--- config.mk ---
export PLATFORM = sky130hd
export DESIGN_NAME = bdat_line_ending_normalizer
export DESIGN_NICKNAME = d
export VERILOG_FILES = /design/src/hw/rtl/bdat_pkg.sv /design/src/hw/rtl/bdat_line_ending_normalizer.sv /design/src/hw/rtl/bdat_front.sv /design/src/hw/rtl/bdat_queue.sv /design/src/hw/rtl/bdat_back.sv
export SDC_FILE = /design/constraint.sdc
export NUM_CORES = 1
export LEC_CHECK = 0
export ABC_AREA = 1
export BUFFER_PORTS_ARGS = -buffer_cell sky130_fd_sc_hd__buf_2
export CORE_UTILIZATION = 40
export CTS_CLUSTER_SIZE = 24
export DETAILED_ROUTE_END_ITERATION = 8
export GPL_ROUTABILITY_DRIVEN = 0
export PLACE_DENSITY = 0.56
export SETUP_SLACK_MARGIN = 0.5
export SLEW_MARGIN = 20
export SYNTH_ARGS = -nofsm -noshare
export SYNTH_HDL_FRONTEND = slang
export SYNTH_SLANG_ARGS = --single-unit
--- constraint.sdc ---
create_clock -name clk -period 11 [get_ports clk]
set_input_delay 1.1 -clock clk [delete_from_list [all_inputs] [get_ports clk]]
set_output_delay 1.1 -clock clk [all_outputs]
set_load 0.1 [all_outputs]
--- src/hw/rtl/bdat_pkg.sv ---
`default_nettype none
// ----------------------------------------------------------------------------
// bdat_pkg
// Shared types and constants for the chunked-body line-ending normalizer.
// ----------------------------------------------------------------------------
package bdat_pkg;

  // Queue depth between the front and back halves
  localparam int QUEUE_DEPTH = 2;

  localparam logic [30:0] SIZE_LIMIT_RESET = 31'd52428800;
  localparam logic [30:0] MAX31 = 31'h7FFF_FFFF;
  localparam logic [31:0] MAX32 = 32'hFFFF_FFFF;
  localparam logic [7:0]  CH_LF = 8'h0A;
  localparam logic [7:0]  CH_CR = 8'h0D;
  localparam logic [7:0]  CH_NUL = 8'h00;

  typedef enum logic [1:0] {
    CMD_DATA   = 2'd0,
    CMD_EOD    = 2'd1,
    CMD_CLOSED = 2'd2,
    CMD_RDERR  = 2'd3
  } cmd_t;

  typedef enum logic [1:0] {
    ST_DONE   = 2'd0,
    ST_SIZE   = 2'd1,
    ST_CLOSED = 2'd2,
    ST_PROTO  = 2'd3
  } status_t;

  // Counters reported with a message end
  typedef struct packed {
    logic [31:0] lines;
    logic [30:0] longest;
    logic [31:0] zeros;
    logic [31:0] size;
  } cnt_t;

  // One accepted item, as the back half replays it:
  // nbytes spool bytes first, then an optional end status
  typedef struct packed {
    logic [1:0] nbytes;
    logic [7:0] byte0;
    logic [7:0] byte1;
    logic       has_end;
    status_t    status;
    cnt_t       cnt;
  } rec_t;

endpackage
`default_nettype wire

--- src/hw/rtl/bdat_line_ending_normalizer.sv ---
`default_nettype none
// ----------------------------------------------------------------------------
// bdat_line_ending_normalizer
// Rewrites chunked message body bytes for the spool (CRLF and bare CR become
// LF) and reports line, zero-byte and size counters when the message ends.
// ----------------------------------------------------------------------------
// The front half takes one command per cycle whenever the record queue has
// room; each command yields zero to three results (spool bytes, then an end
// status). The back half delivers one result per cycle while the output is
// not stalled, so the output port sets the sustained rate; a CR that waits
// for its successor yields nothing.
// size_limit may be rewritten at any idle time and survives message ends.
// ----------------------------------------------------------------------------
module bdat_line_ending_normalizer import bdat_pkg::*; #(
  parameter int QueueDepth = QUEUE_DEPTH
) (
  input  wire logic        clk,
  input  wire logic        rst,
  input  wire logic        cfg_wr_en,
  input  wire logic [30:0] cfg_wr_data,
  input  wire logic        in_valid,
  output logic             in_stall,
  input  wire logic [1:0]  command,
  input  wire logic [7:0]  data_byte,
  output logic             out_valid,
  input  wire logic        out_stall,
  output logic             is_end,
  output logic [7:0]       out_byte,
  output logic [1:0]       end_status,
  output logic [31:0]      line_count,
  output logic [30:0]      longest_line,
  output logic [31:0]      zero_count,
  output logic [31:0]      total_size,
  output logic             last_of_run
);

  logic push, pop, q_full, q_empty;
  rec_t push_rec, head_rec;

  // Classify and update state
  bdat_front u_front (
    .clk         (clk),
    .rst         (rst),
    .in_valid    (in_valid),
    .in_stall    (in_stall),
    .command     (command),
    .data_byte   (data_byte),
    .cfg_wr_en   (cfg_wr_en),
    .cfg_wr_data (cfg_wr_data),
    .q_full      (q_full),
    .push        (push),
    .push_rec    (push_rec)
  );

  // Decouple the two halves
  bdat_queue #(
    .Depth (QueueDepth)
  ) u_queue (
    .clk      (clk),
    .rst      (rst),
    .push     (push),
    .push_rec (push_rec),
    .pop      (pop),
    .head_rec (head_rec),
    .full     (q_full),
    .empty    (q_empty)
  );

  // Expand records into results
  bdat_back u_back (
    .clk          (clk),
    .rst          (rst),
    .head_rec     (head_rec),
    .empty        (q_empty),
    .pop          (pop),
    .out_valid    (out_valid),
    .out_stall    (out_stall),
    .is_end       (is_end),
    .out_byte     (out_byte),
    .end_status   (end_status),
    .line_count   (line_count),
    .longest_line (longest_line),
    .zero_count   (zero_count),
    .total_size   (total_size),
    .last_of_run  (last_of_run)
  );

endmodule
`default_nettype wire

--- src/hw/rtl/bdat_front.sv ---
`default_nettype none
// ----------------------------------------------------------------------------
// bdat_front
// Accepts commands, runs the line machine and counters, and pushes one
// record per item that yields any result.
// ----------------------------------------------------------------------------
module bdat_front import bdat_pkg::*; (
  input  wire logic        clk,
  input  wire logic        rst,
  input  wire logic        in_valid,
  output logic             in_stall,
  input  wire logic [1:0]  command,
  input  wire logic [7:0]  data_byte,
  input  wire logic        cfg_wr_en,
  input  wire logic [30:0] cfg_wr_data,
  input  wire logic        q_full,
  output logic             push,
  output rec_t             push_rec
);

  typedef enum logic [2:0] {
    PH_AFTER_LF = 3'b001,
    PH_MID      = 3'b010,
    PH_AFTER_CR = 3'b100
  } phase_t;

  phase_t      phase, phase_next;
  logic [30:0] size_limit;
  logic [30:0] line_len;
  logic [31:0] lines;
  logic [30:0] max_line;
  logic [31:0] zeros;
  logic [31:0] written;
  logic        last_lf;

  cmd_t        cmd;
  logic        accept, is_lf, is_cr, phase_cr;
  logic        e0, e0_lf, e1, e1_go, exc0, exc1, fin;
  logic [31:0] w1, w2, zeros_f, written_f, lines_f;
  logic [30:0] len_inc, len_f, max_f;
  logic        last_f;
  status_t     status;

  assign in_stall = q_full;
  assign accept   = in_valid && !q_full;

  // Classify the item: which bytes go to the spool
  always_comb begin
    cmd      = cmd_t'(command);
    is_lf    = (data_byte == CH_LF);
    is_cr    = (data_byte == CH_CR);
    phase_cr = (phase == PH_AFTER_CR);
    e0       = 1'b0;
    e0_lf    = 1'b0;
    e1       = 1'b0;
    case (cmd)
      CMD_DATA: begin
        if (phase_cr) begin
          e0    = 1'b1;
          e0_lf = 1'b1;
          e1    = !is_lf && !is_cr;
        end else if (is_lf) begin
          e0    = 1'b1;
          e0_lf = 1'b1;
        end else if (!is_cr) begin
          e0    = 1'b1;
        end
      end
      CMD_EOD: begin
        e0    = !last_lf;
        e0_lf = 1'b1;
      end
      default: begin
        e0 = 1'b0;
      end
    endcase
    if (is_lf) begin
      phase_next = PH_AFTER_LF;
    end else if (is_cr) begin
      phase_next = PH_AFTER_CR;
    end else begin
      phase_next = PH_MID;
    end
  end

  // Counter arithmetic for up to two written bytes
  always_comb begin
    zeros_f = (cmd == CMD_DATA && data_byte == CH_NUL && zeros != MAX32) ?
              zeros + 32'd1 : zeros;
    w1      = (written == MAX32) ? written : written + 32'd1;
    w2      = (written >= MAX32 - 32'd1) ? MAX32 : written + 32'd2;
    exc0    = w1 > {1'b0, size_limit};
    exc1    = w2 > {1'b0, size_limit};
    e1_go   = e1 && !exc0;
    len_inc = (line_len == MAX31) ? line_len : line_len + 31'd1;

    written_f = !e0 ? written : (e1_go ? w2 : w1);
    last_f    = !e0 ? last_lf : (e1_go ? 1'b0 : e0_lf);
    if (e0 && e0_lf) begin
      max_f   = (line_len > max_line) ? line_len : max_line;
      lines_f = (lines == MAX32) ? lines : lines + 32'd1;
      len_f   = e1_go ? 31'd1 : '0;
    end else begin
      max_f   = max_line;
      lines_f = lines;
      len_f   = e0 ? len_inc : line_len;
    end

    fin = (cmd != CMD_DATA) || (e0 && exc0) || (e1_go && exc1);
    case (cmd)
      CMD_CLOSED: status = ST_CLOSED;
      CMD_RDERR:  status = ST_PROTO;
      CMD_EOD:    status = (e0 && exc0) ? ST_SIZE : ST_DONE;
      default:    status = ST_SIZE;
    endcase
  end

  // Build the record for the back half
  always_comb begin
    push                  = accept && (e0 || fin);
    push_rec.nbytes       = e0 ? (e1_go ? 2'd2 : 2'd1) : 2'd0;
    push_rec.byte0        = e0_lf ? CH_LF : data_byte;
    push_rec.byte1        = data_byte;
    push_rec.has_end      = fin;
    push_rec.status       = status;
    push_rec.cnt.lines    = lines_f;
    push_rec.cnt.longest  = max_f;
    push_rec.cnt.zeros    = zeros_f;
    push_rec.cnt.size     = written_f;
  end

  // Hold the size limit
  always_ff @(posedge clk) begin
    if (rst) begin
      size_limit <= SIZE_LIMIT_RESET;
    end else if (cfg_wr_en) begin
      size_limit <= cfg_wr_data;
    end
  end

  // Advance the line state; clear it when the message ends
  always_ff @(posedge clk) begin
    if (rst || (accept && fin)) begin
      phase    <= PH_AFTER_LF;
      line_len <= '0;
      lines    <= '0;
      max_line <= '0;
      zeros    <= '0;
      written  <= '0;
      last_lf  <= 1'b1;
    end else if (accept) begin
      if (cmd == CMD_DATA) begin
        phase <= phase_next;
      end
      line_len <= len_f;
      lines    <= lines_f;
      max_line <= max_f;
      zeros    <= zeros_f;
      written  <= written_f;
      last_lf  <= last_f;
    end
  end

endmodule
`default_nettype wire

--- src/hw/rtl/bdat_queue.sv ---
`default_nettype none
// ----------------------------------------------------------------------------
// bdat_queue
// Short record queue that decouples the front and back halves.
// ----------------------------------------------------------------------------
module bdat_queue import bdat_pkg::*; #(
  parameter int Depth = QUEUE_DEPTH
) (
  input  wire logic clk,
  input  wire logic rst,
  input  wire logic push,
  input  wire rec_t push_rec,
  input  wire logic pop,
  output rec_t      head_rec,
  output logic      full,
  output logic      empty
);

  localparam int PtrW = $clog2(Depth);
  localparam int CntW = $clog2(Depth + 1);

  rec_t            mem [Depth];
  logic [PtrW-1:0] wr_ptr;
  logic [PtrW-1:0] rd_ptr;
  logic [CntW-1:0] count;

  assign full     = (count == CntW'(Depth));
  assign empty    = (count == '0);
  assign head_rec = mem[rd_ptr];

  // Store records
  always_ff @(posedge clk) begin
    if (push) begin
      mem[wr_ptr] <= push_rec;
    end
  end

  // Advance pointers and fill count
  always_ff @(posedge clk) begin
    if (rst) begin
      wr_ptr <= '0;
      rd_ptr <= '0;
      count  <= '0;
    end else begin
      if (push) begin
        wr_ptr <= (wr_ptr == PtrW'(Depth - 1)) ? '0 : wr_ptr + PtrW'(1);
      end
      if (pop) begin
        rd_ptr <= (rd_ptr == PtrW'(Depth - 1)) ? '0 : rd_ptr + PtrW'(1);
      end
      if (push && !pop) begin
        count <= count + CntW'(1);
      end else if (pop && !push) begin
        count <= count - CntW'(1);
      end
    end
  end

endmodule
`default_nettype wire

--- src/hw/rtl/bdat_back.sv ---
`default_nettype none
// ----------------------------------------------------------------------------
// bdat_back
// Expands each queued record into its results, one per cycle while the
// output is not stalled, into the output register.
// ----------------------------------------------------------------------------
module bdat_back import bdat_pkg::*; (
  input  wire logic        clk,
  input  wire logic        rst,
  input  wire rec_t        head_rec,
  input  wire logic        empty,
  output logic             pop,
  output logic             out_valid,
  input  wire logic        out_stall,
  output logic             is_end,
  output logic [7:0]       out_byte,
  output logic [1:0]       end_status,
  output logic [31:0]      line_count,
  output logic [30:0]      longest_line,
  output logic [31:0]      zero_count,
  output logic [31:0]      total_size,
  output logic             last_of_run
);

  logic [1:0] sub;
  logic [1:0] total;
  logic       load, last, byte_res;

  always_comb begin
    total    = head_rec.nbytes + {1'b0, head_rec.has_end};
    load     = !empty && (!out_valid || !out_stall);
    last     = (sub == total - 2'd1);
    pop      = load && last;
    byte_res = (sub < head_rec.nbytes);
  end

  // Step through the results of the head record
  always_ff @(posedge clk) begin
    if (rst) begin
      sub       <= '0;
      out_valid <= 1'b0;
    end else begin
      if (load) begin
        sub       <= last ? 2'd0 : sub + 2'd1;
        out_valid <= 1'b1;
      end else if (!out_stall) begin
        out_valid <= 1'b0;
      end
    end
  end

  // Load the output transaction
  always_ff @(posedge clk) begin
    if (load) begin
      last_of_run <= last;
      if (byte_res) begin
        is_end       <= 1'b0;
        out_byte     <= (sub == 2'd0) ? head_rec.byte0 : head_rec.byte1;
        end_status   <= ST_DONE;
        line_count   <= '0;
        longest_line <= '0;
        zero_count   <= '0;
        total_size   <= '0;
      end else begin
        is_end       <= 1'b1;
        out_byte     <= '0;
        end_status   <= head_rec.status;
        line_count   <= head_rec.cnt.lines;
        longest_line <= head_rec.cnt.longest;
        zero_count   <= head_rec.cnt.zeros;
        total_size   <= head_rec.cnt.size;
      end
    end
  end

endmodule
`default_nettype wire

==> results of run 1 <==
final cells by class:
class | instances | area (µm²) | share of cell area (%)
Timing Repair Buffer | 210 | 1110 | 3.19
Clock inverter | 33 | 231 | 0.665
Clock buffer | 99 | 1980 | 5.68
Sequential cell | 636 | 17100 | 49.1
Multi-Input combinational cell | 2317 | 11900 | 34.2
Tap cell | 1030 | 1290 | 3.70
Inverter | 314 | 1200 | 3.44
cells in the mapped netlist, drive strengths merged, types with 26 or more instances:
library cell	instances
nand2	810
edfxtp	435
nor2	375
a21oi	334
inv	309
dfxtp	201
nand3	182
o21ai	182
xor2	112
clkbuf	108
ha	103
nor3	79
nand4	45
buf	33
and2	31
nor4	26
cell families (layout without fill, tap and decap cells):
| kind of cell | count (synthesis) | in the layout | share of synthesized area (%) |
|---|---|---|---|
| fa+ha+maj | 103 | 103 | 4.19 |
| compound gates | 538 | 538 | 9.41 |
| mux | 3 | 3 | 0.0976 |
| buf+inv | 455 | 656 | 5.96 |
| xor+xnor | 116 | 116 | 3.30 |
| flops | 636 | 636 | 55.5 |
| simple gates | 1557 | 1557 | 21.5 |
worst max-delay path: cells and delay by family, from the launching register on:
family | cells | cell delay [ns]
buf+inv | 2 | 0.97
simple gates | 17 | 3.64
fa+ha+maj | 2 | 0.56
flops | 1 | 0.47
xor+xnor | 1 | 0.19
layout by cell type (no fill, tap or decap), drive strengths merged:
master / count
nand3: 182
edfxtp: 435
o21ai: 182
o21a: 4
xnor2: 4
nand4: 45
o22ai: 2
clkinv: 30
nand3b: 1
a31oi: 1
buf: 210
o31ai: 1
nor4b: 2
nor3b: 1
a22oi: 1
mux2i: 3
or2: 3
nor3: 79
o211ai: 3
and3: 2
a21oi: 334
dfxtp: 201
nor4: 26
inv: 312
o21bai: 4
nor2: 375
a21o: 3
nand2: 810
clkbuf: 99
a211oi: 3
clkinvlp: 5
xor2: 112
and2: 31
ha: 103
power by group through the flow:
| stage | Clock [W] | Combinational [W] | Sequential (W) |
|---|---|---|---|
| after floorplan | 0 | 0.00118 | 0.00546 |
| after global routing | 0.00242 | 0.00417 | 0.00350 |
| final | 0.00227 | 0.00391 | 0.00345 |
| after global placement | 0 | 0.00394 | 0.00351 |
| after CTS | 0.00233 | 0.00396 | 0.00346 |
| after detailed placement | 0 | 0.00394 | 0.00351 |
layer usage:
layer | global-route usage (%) | vias up
li1 | - | 11700
met1 | 29.3 | 10900
met2 | 32.2 | 478
met3 | 2.89 | 107
met4 | 5.68 | 2
met5 | 0 | -
state kept, by name (all words and copies together), names as in the netlist, 32 cells and up, named ones only:
| signal | cells |
|---|---|
| u_front.zeros | 32 |
| u_front.lines | 32 |
| u_queue.mem | 296 |
| u_back.total_size | 32 |
| u_back.zero_count | 32 |
| u_front.written | 32 |
| u_back.line_count | 32 |
metrics by stage:
stage | std cells | util, % | hold WS [ns]
6_report | 4639 | 45.7 | 0.477
5_1_grt | 4639 | 45.7 | 0.486
4_1_cts | 4639 | 45.7 | 0.476
3_5_place_dp | 4507 | 42.8 | 0.465
3_3_place_gp | 4507 | 42.8 | 0.465
2_1_floorplan | 3408 | - | 0.454
how the worst max path moves through the flow:
stage / end / slack, ns / cells past startpoint
final: u_front.lines[25]$_SDFFE_PP0P_ / 4.82 / 22
after global routing: u_queue.mem[1][70]$_DFFE_PP_ / 4.31 / 21
after floorplan: u_queue.mem[0][0]$_DFFE_PP_ / 0.97 / 25
after global placement: u_front.max_line[12]$_SDFFE_PP0P_ / 4.86 / 17
after CTS: u_queue.mem[0][70]$_DFFE_PP_ / 4.79 / 21
after detailed placement: u_front.max_line[4]$_SDFFE_PP0P_ / 4.82 / 17
==> impl_metrics.env, run 1 <==
export IMPL_wl_met2_mm=35.7
export IMPL_routed_top_layer="met5"
export IMPL_cts_hold_buf=0
export IMPL_status="finished clean"
export IMPL_worstHoldPathCells=2
export IMPL_crit_chain="ha_1 > inv_1 > nor2_2 > nand2_2 > nor2_4 > nand2_1 > nor2_1 > nand3_1 > xor2_1 > ha_1 > nand2_1 > nor2_1 > nand4_1 > nor2_1 > nand4_2 > nand2_8 > nand3_2 > nand2_2 > nand2_2 > nand2_8 > buf_4 > nor2_1"
export IMPL_finalHoldViolations=0
export IMPL_ioPinCount=187
export IMPL_rsz0062_at_grt="no"
export IMPL_cts_root_buf="clkbuf_16"
export IMPL_ys_seq_elements=636
export IMPL_finalSetupViolCount=0
export IMPL_rows=101
export IMPL_syn_avg_cell_area_um2=9.03
export IMPL_netlist_instances=3408
export IMPL_leakage_nw=13.2
export IMPL_nets=3700
export IMPL_critPathMaxStageDelay_ns=0.87
export IMPL_yosysWarnings=0
export IMPL_relSlewSlack_pct=26.2
export IMPL_cts_max_level=3
export IMPL_dr_wl_met3_mm=3.77
export IMPL_rrSetupSlack_ns=4.82
export IMPL_nFillCells=7569
export IMPL_hp_start="u_front.max_line[14]$_SDFFE_PP0P_"
export IMPL_p_int_w=0.00507
export IMPL_switching_power_w=0.00456
export IMPL_dp_hpwl_mm=52.6
export IMPL_final_antenna_net_count=0
export IMPL_wl_mm=79.7
export IMPL_min_to="u_front.max_line[14]$_SDFFE_PP0P_"
export IMPL_crit_path_start="u_front.written[1]$_SDFFE_PP0P_"
export IMPL_clk_pin_slew_worst_paths_ns=0.06
export IMPL_die_x_um=279
export IMPL_core_area_um2=76100
export IMPL_critPathSlowestCell="buf_4"
export IMPL_worst_slack_ns=4.82
export IMPL_drc=0
export IMPL_ys_seq_area_share_pct=55.5
export IMPL_worst_pin_slew_ns=1.10
export IMPL_synth_edf_count=435
export IMPL_die_area_um2=78000
export IMPL_grt_use_total_pct=20.4
export IMPL_cp_start_kind="register"
export IMPL_diodes=0
export IMPL_drv_slew=0
export IMPL_required_ns=11.46
export IMPL_drive_above_1_share_pct=11.3
export IMPL_combPwrFrac_pct=40.6
export IMPL_drt_initial_drc_count=1591
export IMPL_clock_skew_ns=0.0272
export IMPL_cts_max_path_buffers=3
export IMPL_holdCritPathClass="register to register"
export IMPL_clkPwrFrac_pct=23.6
export IMPL_grt_overflow=0
export IMPL_post_cts_buffers=0
export IMPL_area_growth_syn_to_layout_pct=13.1
export IMPL_grt_pass1_vias=22200
export IMPL_synth_top_cell_by_area="edfxtp_1"
export IMPL_total_power_w=0.00963
export IMPL_antenna_found_initial=4
export IMPL_fmax_ghz=0.162
export IMPL_critPathMaxFanout=72
export IMPL_drtPass1Iterations=5
export IMPL_grt_pass1_wl_mm=126
export IMPL_r2r_start="u_front.written[1]$_SDFFE_PP0P_"
export IMPL_maxCapViolations=0
export IMPL_crit_type="register to register"
export IMPL_die_y_um=279
export IMPL_initial_core_util_pct=40.4
export IMPL_switching_share_pct=47.3
export IMPL_portBuffers=186
export IMPL_synth_top_area_share_pct=42.5
export IMPL_synthTopCellsByArea="edfxtp_1 (42%), dfxtp_1 (13%), nand2_1 (9.7%)"
export IMPL_worstSkewPairLatency_ns=0.62
export IMPL_cts_resized=0
export IMPL_synthDistinctLibCells=49
export IMPL_grt_max_degree=92
export IMPL_clock_sinks=636
export IMPL_crit_path_end_kind="register"
export IMPL_tns_ns=0
export IMPL_timing_critical_path_mode_cell="nor2_1"
export IMPL_power_density_nw_per_um2=277
export IMPL_via_per_inst=5.00
export IMPL_post_dp_cell_area_um2=32600
export IMPL_pwr_share_seq_pct=35.9
export IMPL_critPathArrivalTime_ns=6.64
export IMPL_vias=23200
export IMPL_cts_tree="done"
export IMPL_period_share_pct=56.2
export IMPL_syn_nets=3557
export IMPL_r2r_end="u_front.lines[25]$_SDFFE_PP0P_"
export IMPL_reg2regPathDepth=22
export IMPL_ys_flop_type="edfxtp_1"
export IMPL_vdd_drop_max_uv=282
export IMPL_wl_met1_mm=38.6
export IMPL_cts_made_buffers=72
export IMPL_design_area_um2=34800
export IMPL_fin_crit_ns=6.18
export IMPL_drt_wirelength_per_cell_um=17.2
export IMPL_post_place_ws_ns=4.82
export IMPL_ys_async_sr_fraction_pct=0
export IMPL_netlist_area_um2=30800
No activity file was read; power rests on OpenSTA's default activity.
==> run 2, diff against run 1 <==
--- a/config.mk
+++ b/config.mk
@@ -11,7 +11,7 @@
 export CTS_CLUSTER_SIZE = 24
 export DETAILED_ROUTE_END_ITERATION = 8
 export GPL_ROUTABILITY_DRIVEN = 0
-export PLACE_DENSITY = 0.56
+export PLACE_DENSITY = 0.58
 export SETUP_SLACK_MARGIN = 0.5
 export SLEW_MARGIN = 20
 export SYNTH_ARGS = -nofsm -noshare
==> constraint.sdc (replaced) <==
create_clock -name clk -period 5 [get_ports clk]
set_input_delay 0.5 -clock clk [delete_from_list [all_inputs] [get_ports clk]]
set_output_delay 0.5 -clock clk [all_outputs]
set_load 0.1 [all_outputs]
==> impl_metrics.env, run 2 (synthesis gave the netlist of run 1 again) <==
export IMPL_vdd_drop_max_uv=589
export IMPL_critPathSlowestCell="dfxtp_4"
export IMPL_die_y_um=279
export IMPL_worstSkewPairLatency_ns=0.61
export IMPL_antenna_found_initial=5
export IMPL_dp_hpwl_mm=54.6
export IMPL_drc=0
export IMPL_rrSetupSlack_ns=0.67
export IMPL_crit_end="u_queue.mem[1][76]$_DFFE_PP_"
export IMPL_die_area_um2=78000
export IMPL_reg2regPathDepth=25
export IMPL_use_met3_pct=3.34
export IMPL_grt_pass1_wl_mm=125
export IMPL_worst_slack_ns=0.666
export IMPL_crit_path_start="u_front.written[1]$_SDFFE_PP0P_"
export IMPL_busiest_layer="met2"
export IMPL_drtPass1Iterations=6
export IMPL_clk_pin_slew_worst_paths_ns=0.06
export IMPL_drv_slew=0
export IMPL_r2r_start="u_front.written[1]$_SDFFE_PP0P_"
export IMPL_status="finished clean"
export IMPL_grt_pass1_vias=22400
export IMPL_fin_crit_ns=4.33
export IMPL_drive_above_1_share_pct=14.8
export IMPL_wl_mm=80.7
export IMPL_cts_tree="done"
export IMPL_die_x_um=279
export IMPL_post_place_ws_ns=0.485
export IMPL_worst_pin_slew_ns=0.977
export IMPL_critPathMaxStageDelay_ns=0.38
export IMPL_cts_hold_buf=0
export IMPL_fmax_ghz=0.231
export IMPL_nets=3775
export IMPL_layout_commonest_cell="nand2_1"
export IMPL_maxCapViolations=0
export IMPL_core_area_um2=76100
export IMPL_r2r_end="u_queue.mem[1][76]$_DFFE_PP_"
export IMPL_area_growth_syn_to_layout_pct=17.6
export IMPL_rows=101
export IMPL_holdCritPathClass="input pin to register"
export IMPL_leakage_nw=13.9
export IMPL_met2_usage_pct=32.7
export IMPL_cts_made_buffers=73
export IMPL_initial_core_util_pct=40.4
export IMPL_finalHoldViolations=0
export IMPL_cp_start_kind="register"
export IMPL_critPathMaxFanout=11
export IMPL_period_share_pct=86.7
export IMPL_largest_reg_flops=296
export IMPL_regMostFlops="u_queue.mem"
export IMPL_grt_use_total_pct=20.4
export IMPL_required_ns=5.33
export IMPL_relSlewSlack_pct=34.6
export IMPL_crit_path_end_kind="register"
export IMPL_portBuffers=186
export IMPL_cts_root_buf="clkbuf_16"
export IMPL_rsz0062_at_grt="yes"
export IMPL_timing_critical_path_mode_cell="nor2_4"
export IMPL_drt_wirelength_per_cell_um=17.1
export IMPL_tns_ns=0
export IMPL_final_antenna_net_count=0
export IMPL_cts_max_level=3
export IMPL_cts_max_path_buffers=3
export IMPL_power_density_nw_per_um2=606
export IMPL_clock_skew_ns=0.0131
export IMPL_vias=23600
export IMPL_crit_cells=25
export IMPL_drt_initial_drc_count=1706
export IMPL_clock_sinks=636
export IMPL_ioPinCount=187
export IMPL_worstPathBufferInverterCount=5
export IMPL_grt_use_met1_pct=28.1
export IMPL_grt_max_degree=112
export IMPL_critPathArrivalTime_ns=4.66
export IMPL_cpLargestDelayFamily="simple AND/OR/NAND/NOR gates"
export IMPL_via_per_inst=5.00
export IMPL_crit_type="register to register"
export IMPL_layout_common_cells="nand2_1 (790), edfxtp_1 (435), nor2_1 (346), inv_1 (297), a21oi_1 (293)"
export IMPL_finalSetupViolCount=0
export IMPL_grt_overflow=0
-- run 2: through the flow --
step	hold slack, ns	instance area [µm²]	power, W	utilization [%]	std cells
finish	0.105	36200	0.0219	47.6	4719
detailed placement	0.465	33200	0.0166	43.7	4544
CTS	0.0708	35700	0.0220	46.9	4680
global route	0.0968	36200	0.0230	47.5	4717
global placement	0.463	33200	0.0165	43.7	4544
floorplan	0.454	30900	0.0145	-	3408
-- run 2: power by group --
group	internal (W)	switching [W]	total [W]
clock network	0.00320	0.00221	0.00542
logic	0.00150	0.00750	0.00900
registers	0.00715	0.000366	0.00752
-- run 2: cell type report --
class,instances,area (µm²)
tap,1030,1290
clock buffer,100,2040
antenna,2,5.00
timing repair buffer,284,2050
multi-input combinational,2317,12100
inverter,314,1200
fill,7343,39900
sequential,636,17100
clock inverter,36,388
-- run 2: worst min path at each step --
| stage | slack (ns) | cells past startpoint | startpoint | to |
|---|---|---|---|---|
| 2_1_floorplan | 0.45 | 2 | u_front.phase[1]$_SDFFE_PP0P_ | u_front.phase[1]$_SDFFE_PP0P_ |
| 3_3_place_gp | 0.46 | 2 | u_front.max_line[22]$_SDFFE_PP0P_ | u_front.max_line[22]$_SDFFE_PP0P_ |
| 3_5_place_dp | 0.46 | 2 | u_front.max_line[6]$_SDFFE_PP0P_ | u_front.max_line[6]$_SDFFE_PP0P_ |
| 4_1_cts | 0.07 | 3 | cfg_wr_data[25] | u_front.size_limit[25]$_SDFFE_PP1P_ |
| 5_1_grt | 0.1 | 3 | cfg_wr_data[24] | u_front.size_limit[24]$_SDFFE_PP1P_ |
| 6_report | 0.11 | 3 | cfg_wr_data[25] | u_front.size_limit[25]$_SDFFE_PP1P_ |
-- run 2: tightest hold or removal path: cells and delay by family --
family	cells	cell delay [ns]
AOI/OAI and AO/OA	2	0.11
buffers and inverters	1	0.08
-- run 2: metal layers --
metal	part of all wire [%]	wire (µm)
met1	46	37400
met2	46	37000
met3	5.2	4210
met4	2.4	1970
met5	0.025	20
-- run 2: what timing repair did --
action / CTS / global route
pin swaps: 0 / 16
gates cloned: 0 / 5
setup endpoints to repair: 57 / 497
resized for setup: 1 / 48
setup buffers: 0 / 32
